**config.mk**
```make
export PLATFORM = sky130hd
export DESIGN_NAME = sds_dist
export DESIGN_NICKNAME = d
export VERILOG_FILES = /design/src/rtl/sds_pkg.sv /design/src/rtl/sds_dist.sv
export SDC_FILE = /design/constraint.sdc
export NUM_CORES = 1
export LEC_CHECK = 0
export BUFFER_PORTS_ARGS = -buffer_cell sky130_fd_sc_hd__buf_2
export CAP_MARGIN = 15
export CORE_MARGIN = 8
export CORE_UTILIZATION = 45
export CTS_CLUSTER_DIAMETER = 120
export DETAILED_ROUTE_END_ITERATION = 8
export HOLD_SLACK_MARGIN = 0.12
export SETUP_SLACK_MARGIN = 0.05
export SYNTH_ARGS = -nofsm -noshare
export SYNTH_HDL_FRONTEND = slang
export SYNTH_SLANG_ARGS = --single-unit
```
**constraint.sdc**
```tcl
create_clock -name clk -period 4.4 [get_ports clk]
set_input_delay 0.66 -clock clk [delete_from_list [all_inputs] [get_ports clk]]
set_output_delay 0.66 -clock clk [all_outputs]
set_load 0.03 [all_outputs]
```
**src/rtl/sds_pkg.sv**
```systemverilog
package sds_pkg;

	localparam int unsigned COORD_W         = 16;
	localparam int unsigned TAG_W           = 16;
	localparam int unsigned SQ_W            = 2 * COORD_W;
	localparam int unsigned DIST_W          = SQ_W + 1;
	localparam int unsigned MAX_SPRITES_DEF = 64;
	localparam int unsigned CFG_IDX_W       = 1;
	localparam int unsigned CFG_DATA_W      = 16;

	localparam logic [CFG_IDX_W-1:0] REG_VIEWER_X = 1'b0;
	localparam logic [CFG_IDX_W-1:0] REG_VIEWER_Y = 1'b1;

	typedef struct packed {
		logic [COORD_W-1:0] sprite_x;
		logic [COORD_W-1:0] sprite_y;
		logic [TAG_W-1:0]   sprite_tag;
		logic               last_in;
	} item_t;

	typedef struct packed {
		logic [COORD_W-1:0] out_x;
		logic [COORD_W-1:0] out_y;
		logic [TAG_W-1:0]   out_tag;
		logic [DIST_W-1:0]  out_dist;
		logic               last_out;
	} result_t;

	typedef struct packed {
		logic               valid;
		logic [COORD_W-1:0] x;
		logic [COORD_W-1:0] y;
		logic [TAG_W-1:0]   tag;
		logic [DIST_W-1:0]  range_sq;
	} entry_t;

	typedef struct packed {
		logic insert;
		logic shift;
	} cell_ctl_t;

	typedef enum logic [1:0] {
		ST_IDLE,
		ST_CALC,
		ST_EMIT
	} state_t;

endpackage

```
**src/rtl/sds_dist.sv**
```systemverilog
module sds_dist
	import sds_pkg::*;
(
	input  logic               clk,
	input  logic               arst_n,
	input  logic               launch,
	input  item_t              item,
	input  logic [COORD_W-1:0] viewer_x,
	input  logic [COORD_W-1:0] viewer_y,
	output logic               dist_vld,
	output entry_t             ent,
	output logic               last
);

	logic               vld_s1;
	item_t              item_s1;
	logic [SQ_W-1:0]    sqx_s1;
	logic [SQ_W-1:0]    sqy_s1;
	logic               vld_s2;
	item_t              item_s2;
	logic [DIST_W-1:0]  dist_s2;
	logic [COORD_W-1:0] dx;
	logic [COORD_W-1:0] dy;

	assign dx = (viewer_x >= item.sprite_x) ? viewer_x - item.sprite_x
		: item.sprite_x - viewer_x;
	assign dy = (viewer_y >= item.sprite_y) ? viewer_y - item.sprite_y
		: item.sprite_y - viewer_y;

	always_ff @(posedge clk or negedge arst_n) begin
		if (!arst_n) begin
			vld_s1 <= 1'b0;
			vld_s2 <= 1'b0;
		end else begin
			vld_s1 <= launch;
			vld_s2 <= vld_s1;
		end
	end

	always_ff @(posedge clk) begin
		item_s1 <= item;
		sqx_s1  <= dx * dx;
		sqy_s1  <= dy * dy;
		item_s2 <= item_s1;
		dist_s2 <= {1'b0, sqx_s1} + {1'b0, sqy_s1};
	end

	assign dist_vld     = vld_s2;
	assign ent.valid    = 1'b1;
	assign ent.x        = item_s2.sprite_x;
	assign ent.y        = item_s2.sprite_y;
	assign ent.tag      = item_s2.sprite_tag;
	assign ent.range_sq = dist_s2;
	assign last         = item_s2.last_in;

endmodule

```
==> out/qor.yml <==
detailed_routing:
  first_iter_violations: 660
  detail-route-antenna-nets: 0
  post_drt_wl_per_cell_um: 14.6
  via_per_inst: 4.80
  vias: 18300
  drc: 0
  first_pass_iters: 5
  wl_um: 55600
grt:
  antenna_found_initial: 1
  grt_pass1_vias: 19800
  grt_pass1_wl_um: 93400
  grt_max_degree: 26
  grt-ovfl-total: 0
  grtUsageTotal_pct: 20.1
critical_path:
  critPathMostFrequentCell: "fa_1"
  critPathLaunchType: "input port"
  slowest_delay_ps: 530
  critical_path.slowest_cell: "fa_1"
  r2r_end: "dist_s2[27]"
  cp-end-kind: "register"
  r2r_start: "sqx_s1[3]"
  crit_arrival_ps: 8350
  reg2reg_depth: 11
  criticalPathCategory: "in2reg"
  path_max_fanout: 3
  cp.required_ps: 4790
  r2r_setup_slack_ps: 1140
layout:
  diodes: 0
  syn_to_final_growth_pct: 40.0
  layout.nets: 3836
  stdcell_area_mm2: 0.0311
  drive_gt1_share_pct: 37.6
  stdcell_count: 3813
sta:
  fmax_ghz: 0.126
  hold_viol: 0
  fin_crit_sh_pct: 181
  fin_skew_ps: 12.6
  finalWorstSetupSlack_ps: -3560
  rsz0062_at_grt: "true"
  setup_viol: 54
  worstMarginPinSlew_ps: 851
  maxSlewHeadroom_pct: 42.8
  slew_violations: 0
  finalCriticalPeriod_ps: 7960
floorplanning:
  fp-row-count: 81
  die_h_um: 238
  start_util_pct: 45.5
  fp.dieW_um: 238
  core_mm2: 0.0488
  die_area_mm2: 0.0568
  pin_count: 168
placed_design:
  placed_area_mm2: 0.0282
  dp_cells: 3693
  place.port_buffers: 166
  hpwl_um: 46900
  gp_congestion: 0.921
yosys:
  ys_top_cells_by_count: "551 x inv_1, 328 x fa_1, 288 x ha_1, 193 x dfxtp_1, 181 x nand2_1"
  synth_top_cell_area_share_pct: 29.5
  synth_top_cell_by_area: "fa_1"
  yosysSeqAreaShare_pct: 17.6
  syn_nets: 3085
  ys_top_cells_by_area: "fa_1 30%, dfxtp_1 17%, ha_1 16%"
  synth_area_per_cell_um2: 9.32
  synth.distinct_cells: 80
  syn_inst: 2385
  ys.flop_type: "dfxtp_1"
  syn_area_mm2: 0.0222
  ys_ff_latch: 195
  synth-warning-count: 0
  synthArstFlopShare_pct: 1.03
  synth-edff-count: 0
  synth.most_common_cell: "inv_1"
min_path:
  hold_depth: 1
  hold_end: "item_s1[9]"
  min_from: "item[9]"
  hold_path.class: "in2reg"
clock_tree:
  worstSkewPairLatency_ps: 490
  htreeDepth: 4
  cts-root-buf: "clkbuf_16"
  clockBufferDepth: 2
  cts_tree: "done"
  path_clk_slew_ps: 90
  cts.sinks: 195
  cts_made_buffers: 17
status:
  status: "finished, violations left"
  violations: "negative setup slack"
job:
  max_cap_viol_count: 0
==> placed cells by master (no fill, tap or decap), drive strengths merged, types with 14 or more instances in the layout <==
cell | synthesis | routed
nor3 | 20 | 20
a21oi | 94 | 94
a211oi | 18 | 18
inv | 554 | 567
nor2b | 20 | 20
o21a | 27 | 27
clkbuf | 20 | 17
fa | 328 | 328
nand3 | 14 | 14
and2 | 14 | 14
ha | 288 | 288
o21bai | 17 | 17
nor2 | 180 | 180
o21ai | 51 | 51
nand2b | 18 | 18
nand2 | 181 | 181
mux2i | 16 | 16
xnor2 | 74 | 74
dfxtp | 193 | 193
a21o | 67 | 67
xor2 | 45 | 45
buf | 33 | 784
==> per-stage QoR <==
step	setup WS, ps	util, %	setup TNS, ps	hold WS, ps
finish	-3560	63.7	-150450	257
global route	-3850	63.7	-163060	215
CTS	-3620	62.1	-151000	211
detailed placement	-4410	57.8	-191630	312
global placement	-4210	57.8	-183310	310
floorplan	-3800	-	-150660	310
==> cell families after synthesis <==
family | count (synthesis) | synth area share, %
xor+xnor | 119 | 5.01
other cells | 1 | 0.0169
fa+ha+maj | 616 | 45.8
mux | 23 | 1.09
flops | 195 | 17.6
simple gates | 484 | 9.46
buf+inv | 607 | 10.6
compound gates | 340 | 10.5
==> flip-flops by register name, summed over array words and instances, names as in the netlist <==
signal / flops
sqy_s1: 31
item_s1: 49
dist_vld: 1
vld_s1: 1
ent: 48
last: 1
dist_s2: 33
sqx_s1: 31
==> area by class of cell <==
cell class	count	area, um2
Multi-Input combinational cell	1583	17700
Clock buffer	17	425
Tap cell	664	831
Timing Repair Buffer	785	5860
Fill cell	4164	17700
Sequential cell	195	3910
Clock inverter	15	236
Inverter	554	2120
==> worst max-delay path: cells and delay by family <==
| kind | cells | cell delay (ps) |
|---|---|---|
| AOI/OAI and AO/OA | 14 | 2280 |
| and+or+nand+nor | 4 | 570 |
| xor gates and xnor gates | 2 | 280 |
| muxes | 1 | 300 |
| buffers and inverters | 10 | 910 |
| adders and majority gates | 9 | 3350 |
==> metal layers <==
metal  share of wire, %  track usage [%]
met1                 46             27.1
met2                 48             33.8
met3                4.7             3.56
met4                1.1             4.17
met5                  0                0
==> worst max path at each step <==
stage,from,to,depth (start not counted)
2_1_floorplan,viewer_x[0],sqx_s1[31],37
3_3_place_gp,viewer_x[0],sqx_s1[31],36
3_5_place_dp,viewer_y[0],sqy_s1[31],39
4_1_cts,viewer_x[0],sqx_s1[31],37
5_1_grt,viewer_y[0],sqy_s1[31],39
6_report,viewer_y[0],sqy_s1[31],40
==> repair_timing <==
action	4_1_cts	5_1_grt
endpoints found under the setup margin	55	55
pin swaps	153	151
buffers inserted	61	41
hold buffers	1	0
gates resized for setup	240	155
hold endpoints to repair	2	0
Power is not shown: default switching activity piles up to over one toggle a cycle in this logic, so the estimate is an artifact.
