--- src/rtl/sds_pkg.sv ---
package sds_pkg;

	localparam int unsigned COORD_W         = 16;
	localparam int unsigned TAG_W           = 16;
	localparam int unsigned SQ_W            = 2 * COORD_W;
	localparam int unsigned DIST_W          = SQ_W + 1;
	localparam int unsigned MAX_SPRITES_DEF = 64;
	localparam int unsigned CFG_IDX_W       = 1;
	localparam int unsigned CFG_DATA_W      = 16;

	localparam logic [CFG_IDX_W-1:0] REG_VIEWER_X = 1'b0;
	localparam logic [CFG_IDX_W-1:0] REG_VIEWER_Y = 1'b1;

	typedef struct packed {
		logic [COORD_W-1:0] sprite_x;
		logic [COORD_W-1:0] sprite_y;
		logic [TAG_W-1:0]   sprite_tag;
		logic               last_in;
	} item_t;

	typedef struct packed {
		logic [COORD_W-1:0] out_x;
		logic [COORD_W-1:0] out_y;
		logic [TAG_W-1:0]   out_tag;
		logic [DIST_W-1:0]  out_dist;
		logic               last_out;
	} result_t;

	typedef struct packed {
		logic               valid;
		logic [COORD_W-1:0] x;
		logic [COORD_W-1:0] y;
		logic [TAG_W-1:0]   tag;
		logic [DIST_W-1:0]  range_sq;
	} entry_t;

	typedef struct packed {
		logic insert;
		logic shift;
	} cell_ctl_t;

	typedef enum logic [1:0] {
		ST_IDLE,
		ST_CALC,
		ST_EMIT
	} state_t;

endpackage

--- src/rtl/sds_cell.sv ---
module sds_cell
	import sds_pkg::*;
(
	input  logic      clk,
	input  logic      arst_n,
	input  cell_ctl_t ctl,
	input  entry_t    new_ent,
	input  entry_t    prev_ent,
	input  logic      prev_gt,
	input  entry_t    next_ent,
	output entry_t    ent,
	output logic      gt
);

	logic   valid_q;
	entry_t data_q;
	entry_t data_d;
	logic   valid_d;

	// strict compare keeps earlier entries ahead of equal newcomers
	assign gt = !valid_q || (new_ent.range_sq > data_q.range_sq);

	always_comb begin
		data_d  = data_q;
		valid_d = valid_q;
		if (ctl.shift) begin
			data_d  = next_ent;
			valid_d = next_ent.valid;
		end else if (ctl.insert && gt) begin
			if (prev_gt) begin
				data_d  = prev_ent;
				valid_d = prev_ent.valid;
			end else begin
				data_d  = new_ent;
				valid_d = 1'b1;
			end
		end
	end

	always_ff @(posedge clk or negedge arst_n) begin
		if (!arst_n) begin
			valid_q <= 1'b0;
		end else begin
			valid_q <= valid_d;
		end
	end

	always_ff @(posedge clk) begin
		data_q <= data_d;
	end

	always_comb begin
		ent       = data_q;
		ent.valid = valid_q;
	end

endmodule

--- config.mk ---
export PLATFORM = sky130hd
export DESIGN_NAME = sds_cell
export DESIGN_NICKNAME = d
export VERILOG_FILES = /design/src/rtl/sds_pkg.sv /design/src/rtl/sds_cell.sv
export SDC_FILE = /design/constraint.sdc
export NUM_CORES = 1
export LEC_CHECK = 0
export BUFFER_PORTS_ARGS = -buffer_cell sky130_fd_sc_hd__buf_2
export CAP_MARGIN = 20
export CORE_MARGIN = 10
export CORE_UTILIZATION = 43
export DETAILED_ROUTE_END_ITERATION = 6
export PLACE_DENSITY = 0.85
export REMOVE_ABC_BUFFERS = 1
export SYNTH_ARGS = -nofsm -noshare
export SYNTH_HDL_FRONTEND = slang
export SYNTH_SLANG_ARGS = --single-unit
export TNS_END_PERCENT = 30
--- constraint.sdc ---
create_clock -name clk -period 6.9 [get_ports clk]
set_input_delay 1.38 -clock clk [delete_from_list [all_inputs] [get_ports clk]]
set_output_delay 1.38 -clock clk [all_outputs]
set_load 0.05 [all_outputs]
==> results.yml <==
finish:
  n_fill_cell: 991
  final_util_pct: 62.1
  nets: 1093
  area_delta_synth_final_pct: 40.6
  drive_gt1_share_pct: 43.6
global_routing:
  grt_max_degree: 91
  grt_antenna_before_repair: 3
  grt_pass1_vias: 5050
  gr-total-overflow: 0
  grtUsageTotal_pct: 19.8
  grt_first_pass_wirelength_um: 25900
pwr:
  vdd_drop_max_uv: 159
  power.leakage_nw: 3.67
  power.density_mw_per_mm2: 270
  pwr-share-comb_pct: 39.3
  power.switching_uw: 772
  swShare_pct: 40.2
  p_int_mw: 1.15
  power.clock.fraction_pct: 24.2
  pwr-share-seq_pct: 36.6
  finalPower_mw: 1.92
floorplanning:
  die_h_um: 129
  dieArea_mm2: 0.0165
  num_io_pins: 334
  floorplan.core_area_mm2: 0.0115
  start_util_pct: 44.1
  num_rows: 39
  die_x_um: 129
synthesis:
  synthAdderAreaFrac_pct: 8.16
  synth_compound_area_share_pct: 12.9
  synthMuxAreaShare_pct: 16.0
  synth_cell_type_count: 33
  syn_inst: 490
  synth_area_per_cell_um2: 10.3
  synth_xor_area_share_pct: 0
  synth_area_mm2: 0.00506
  yosysSeqAreaShare_pct: 48.5
  ys_seq_elements: 82
  synth_simple_gate_area_share_pct: 9.12
  synth_top_family_by_area: "multiplexers"
  yosys_warnings: 0
timing:
  setup_tns_ps: 0
  worstMarginPinSlew_ps: 736
  fin_skew_ps: 6.65
  clock.fmax_mhz: 221
  period_minus_slack_ps: 4520
  slew_headroom_pct: 51.0
  finalMaxSlewViolations: 0
  rsz0062_at_grt: "no"
  worst_slack_ps: 2380
  final-hold-violation-count: 0
  finalCritPeriodShare_pct: 65.5
  setup_viol_count_final: 0
worst_setup_path:
  required_ps: 5520
  path_max_fanout: 5
  worst_path_largest_cell_delay_ps: 320
  cp_common_cell: "buf_2"
  criticalPathCategory: "input port to output port"
  worst_setup_path_end_kind: "output port"
  crit_chain: "buf_2 > ha_1 > nand4_2 > nor3_4 > nand3_1 > o211a_1 > a21oi_1 > buf_2"
  worstSetupStartpointType: "input port"
  cp_slowest_cell: "ha_1"
  worstPathArrival_ps: 3140
route:
  drc: 0
  wirelength_um: 17500
  dr.pass1.iters: 5
  vias_per_cell: 5.05
  wl_per_cell_um: 18.3
  vias: 4841
  drt_iter0_markers: 277
  drtAntennaViolNets: 0
clock_tree:
  clock_path_buffers: 2
  cts_resized: 0
  clk_latency_ps: 330
  cts_buffers: 9
  ctsHtreeMaxLevel: 3
  cts_tree: "built"
  holdBufCountCts: 0
  root_buffer: "clkbuf_16"
  cts_setup_buffers: 0
  clkSlewWorstSetupHoldPaths_ps: 60
  clkSinkCount: 82
placed_design:
  io_buffers: 332
  gp_congestion: 0.876
  dp_slack_ps: 2390
  dp_hpwl_um: 14500
run_status:
  status: "finished, final reports clean"
hold_path:
  holdCritPathClass: "input port to asynchronous set/reset pin"
job:
  cap_violations: 0
## final cells by class
type                       instances  area (um2)  area share, %
antenna                            1        2.50         0.0352
clock buffer                       9         225           3.16
clock inverter                     7        60.1          0.844
inverter                          39         146           2.06
multi-input combinational        341        2350           33.0
sequential                        82        2460           34.5
tap                              143         179           2.51
timing repair buffer             336        1700           23.8
## worst paths after layout
check | cells past startpoint | slack [ps] | endpoint | from
max | 8 | 2380 | gt | new_ent[24]
min | 1 | 820 | valid_q$_DFFE_PN0P_ | arst_n
max reg2reg | 8 | 4010 | ent[52]$_DFFE_PP_ | ent[24]$_DFFE_PP_
min reg2reg | 5 | 940 | valid_q$_DFFE_PN0P_ | valid_q$_DFFE_PN0P_
max in group asynchronous | 1 | 5990 | valid_q$_DFFE_PN0P_ | arst_n
min in group clk | 5 | 940 | valid_q$_DFFE_PN0P_ | valid_q$_DFFE_PN0P_
## through the flow
| stage | std cells | hold slack (ps) | instance area, um2 |
|---|---|---|---|
| floorplan | 462 | 1080 | 4940 |
| global placement | 941 | 869 | 6830 |
| detailed placement | 941 | 919 | 6830 |
| CTS | 957 | 808 | 7110 |
| global route | 958 | 811 | 7120 |
| finish | 958 | 820 | 7120 |
## cell usage after synthesis
library cell | instances | share of area (%)
a21o_1 | 3 | 0.44
buf_2 | 9 | 0.89
a211oi_1 | 1 | 0.15
a211o_1 | 1 | 0.17
a21o_2 | 1 | 0.17
a221oi_2 | 1 | 0.30
nand2_1 | 92 | 6.8
a2111oi_2 | 1 | 0.30
nor3_4 | 1 | 0.32
edfxtp_1 | 81 | 48
nor2b_1 | 1 | 0.12
o211a_1 | 1 | 0.20
nor4_4 | 1 | 0.42
nand3b_1 | 1 | 0.15
nand4_2 | 1 | 0.25
nand3_1 | 2 | 0.20
dfrtp_1 | 1 | 0.49
and3_1 | 1 | 0.12
o221ai_1 | 1 | 0.17
o21a_1 | 1 | 0.15
clkbuf_1 | 17 | 1.3
nor2_1 | 2 | 0.15
buf_1 | 1 | 0.074
nor3_1 | 2 | 0.20
a31oi_1 | 1 | 0.12
inv_1 | 39 | 2.9
ha_1 | 33 | 8.2
buf_4 | 1 | 0.15
o21ai_0 | 86 | 8.5
nand4_1 | 3 | 0.37
mux2i_1 | 81 | 16
a21oi_1 | 21 | 2.1
o211ai_1 | 1 | 0.15
## critical path: cells and delay by family
family / cells / cell delay [ps]
adders and majority gates: 1 / 320
and+or+nand+nor: 3 / 590
buffers and inverters: 2 / 390
AOI/OAI and AO/OA: 2 / 440
## placed cells by master, fill, tap and decap left out, types with 2 or more instances in the layout
master,count
buf_2,330
nand2_1,92
o21ai_0,86
mux2i_1,81
edfxtp_1,81
inv_1,39
ha_1,33
a21oi_1,21
clkbuf_16,9
buf_4,6
nand4_1,3
a21o_1,3
clkinv_1,3
nor3_1,2
nand3_1,2
nor2_1,2
clkinv_2,2
## logic make-up (layout without fill, tap and decap cells)
group                    after synthesis  count (layout)
AND/OR/NAND/NOR                      107             107
multiplexers                          81              81
buffers and inverters                 67             391
other                                  0               1
flip-flops                            82              82
AO/OA/AOI/OAI                        120             120
adder cells (fa/ha/maj)               33              33
## registers in the layout, indices dropped and copies added (netlist names)
register / count
valid_q: 1
ent: 81
## routing by layer
layer / vias to the layer above / GRT usage (%) / part of all wire (%)
met5: - / 0 / 0.12
met4: 4 / 5.96 / 1.6
met3: 24 / 8.50 / 11
met2: 204 / 36.5 / 53
met1: 2209 / 19.6 / 35
li1: 2400 / - / -
## power by group through the flow
| stage | Combinational (mW) | Sequential (mW) | Clock (mW) |
|---|---|---|---|
| 3_5_place_dp | 0.761 | 0.712 | 0 |
| 4_1_cts | 0.763 | 0.703 | 0.475 |
| 3_3_place_gp | 0.748 | 0.706 | 0 |
| 5_1_grt | 0.808 | 0.713 | 0.492 |
| 2_1_floorplan | 0.190 | 1.04 | 0 |
| 6_report | 0.753 | 0.702 | 0.464 |
(Power assumes the default switching activity.)
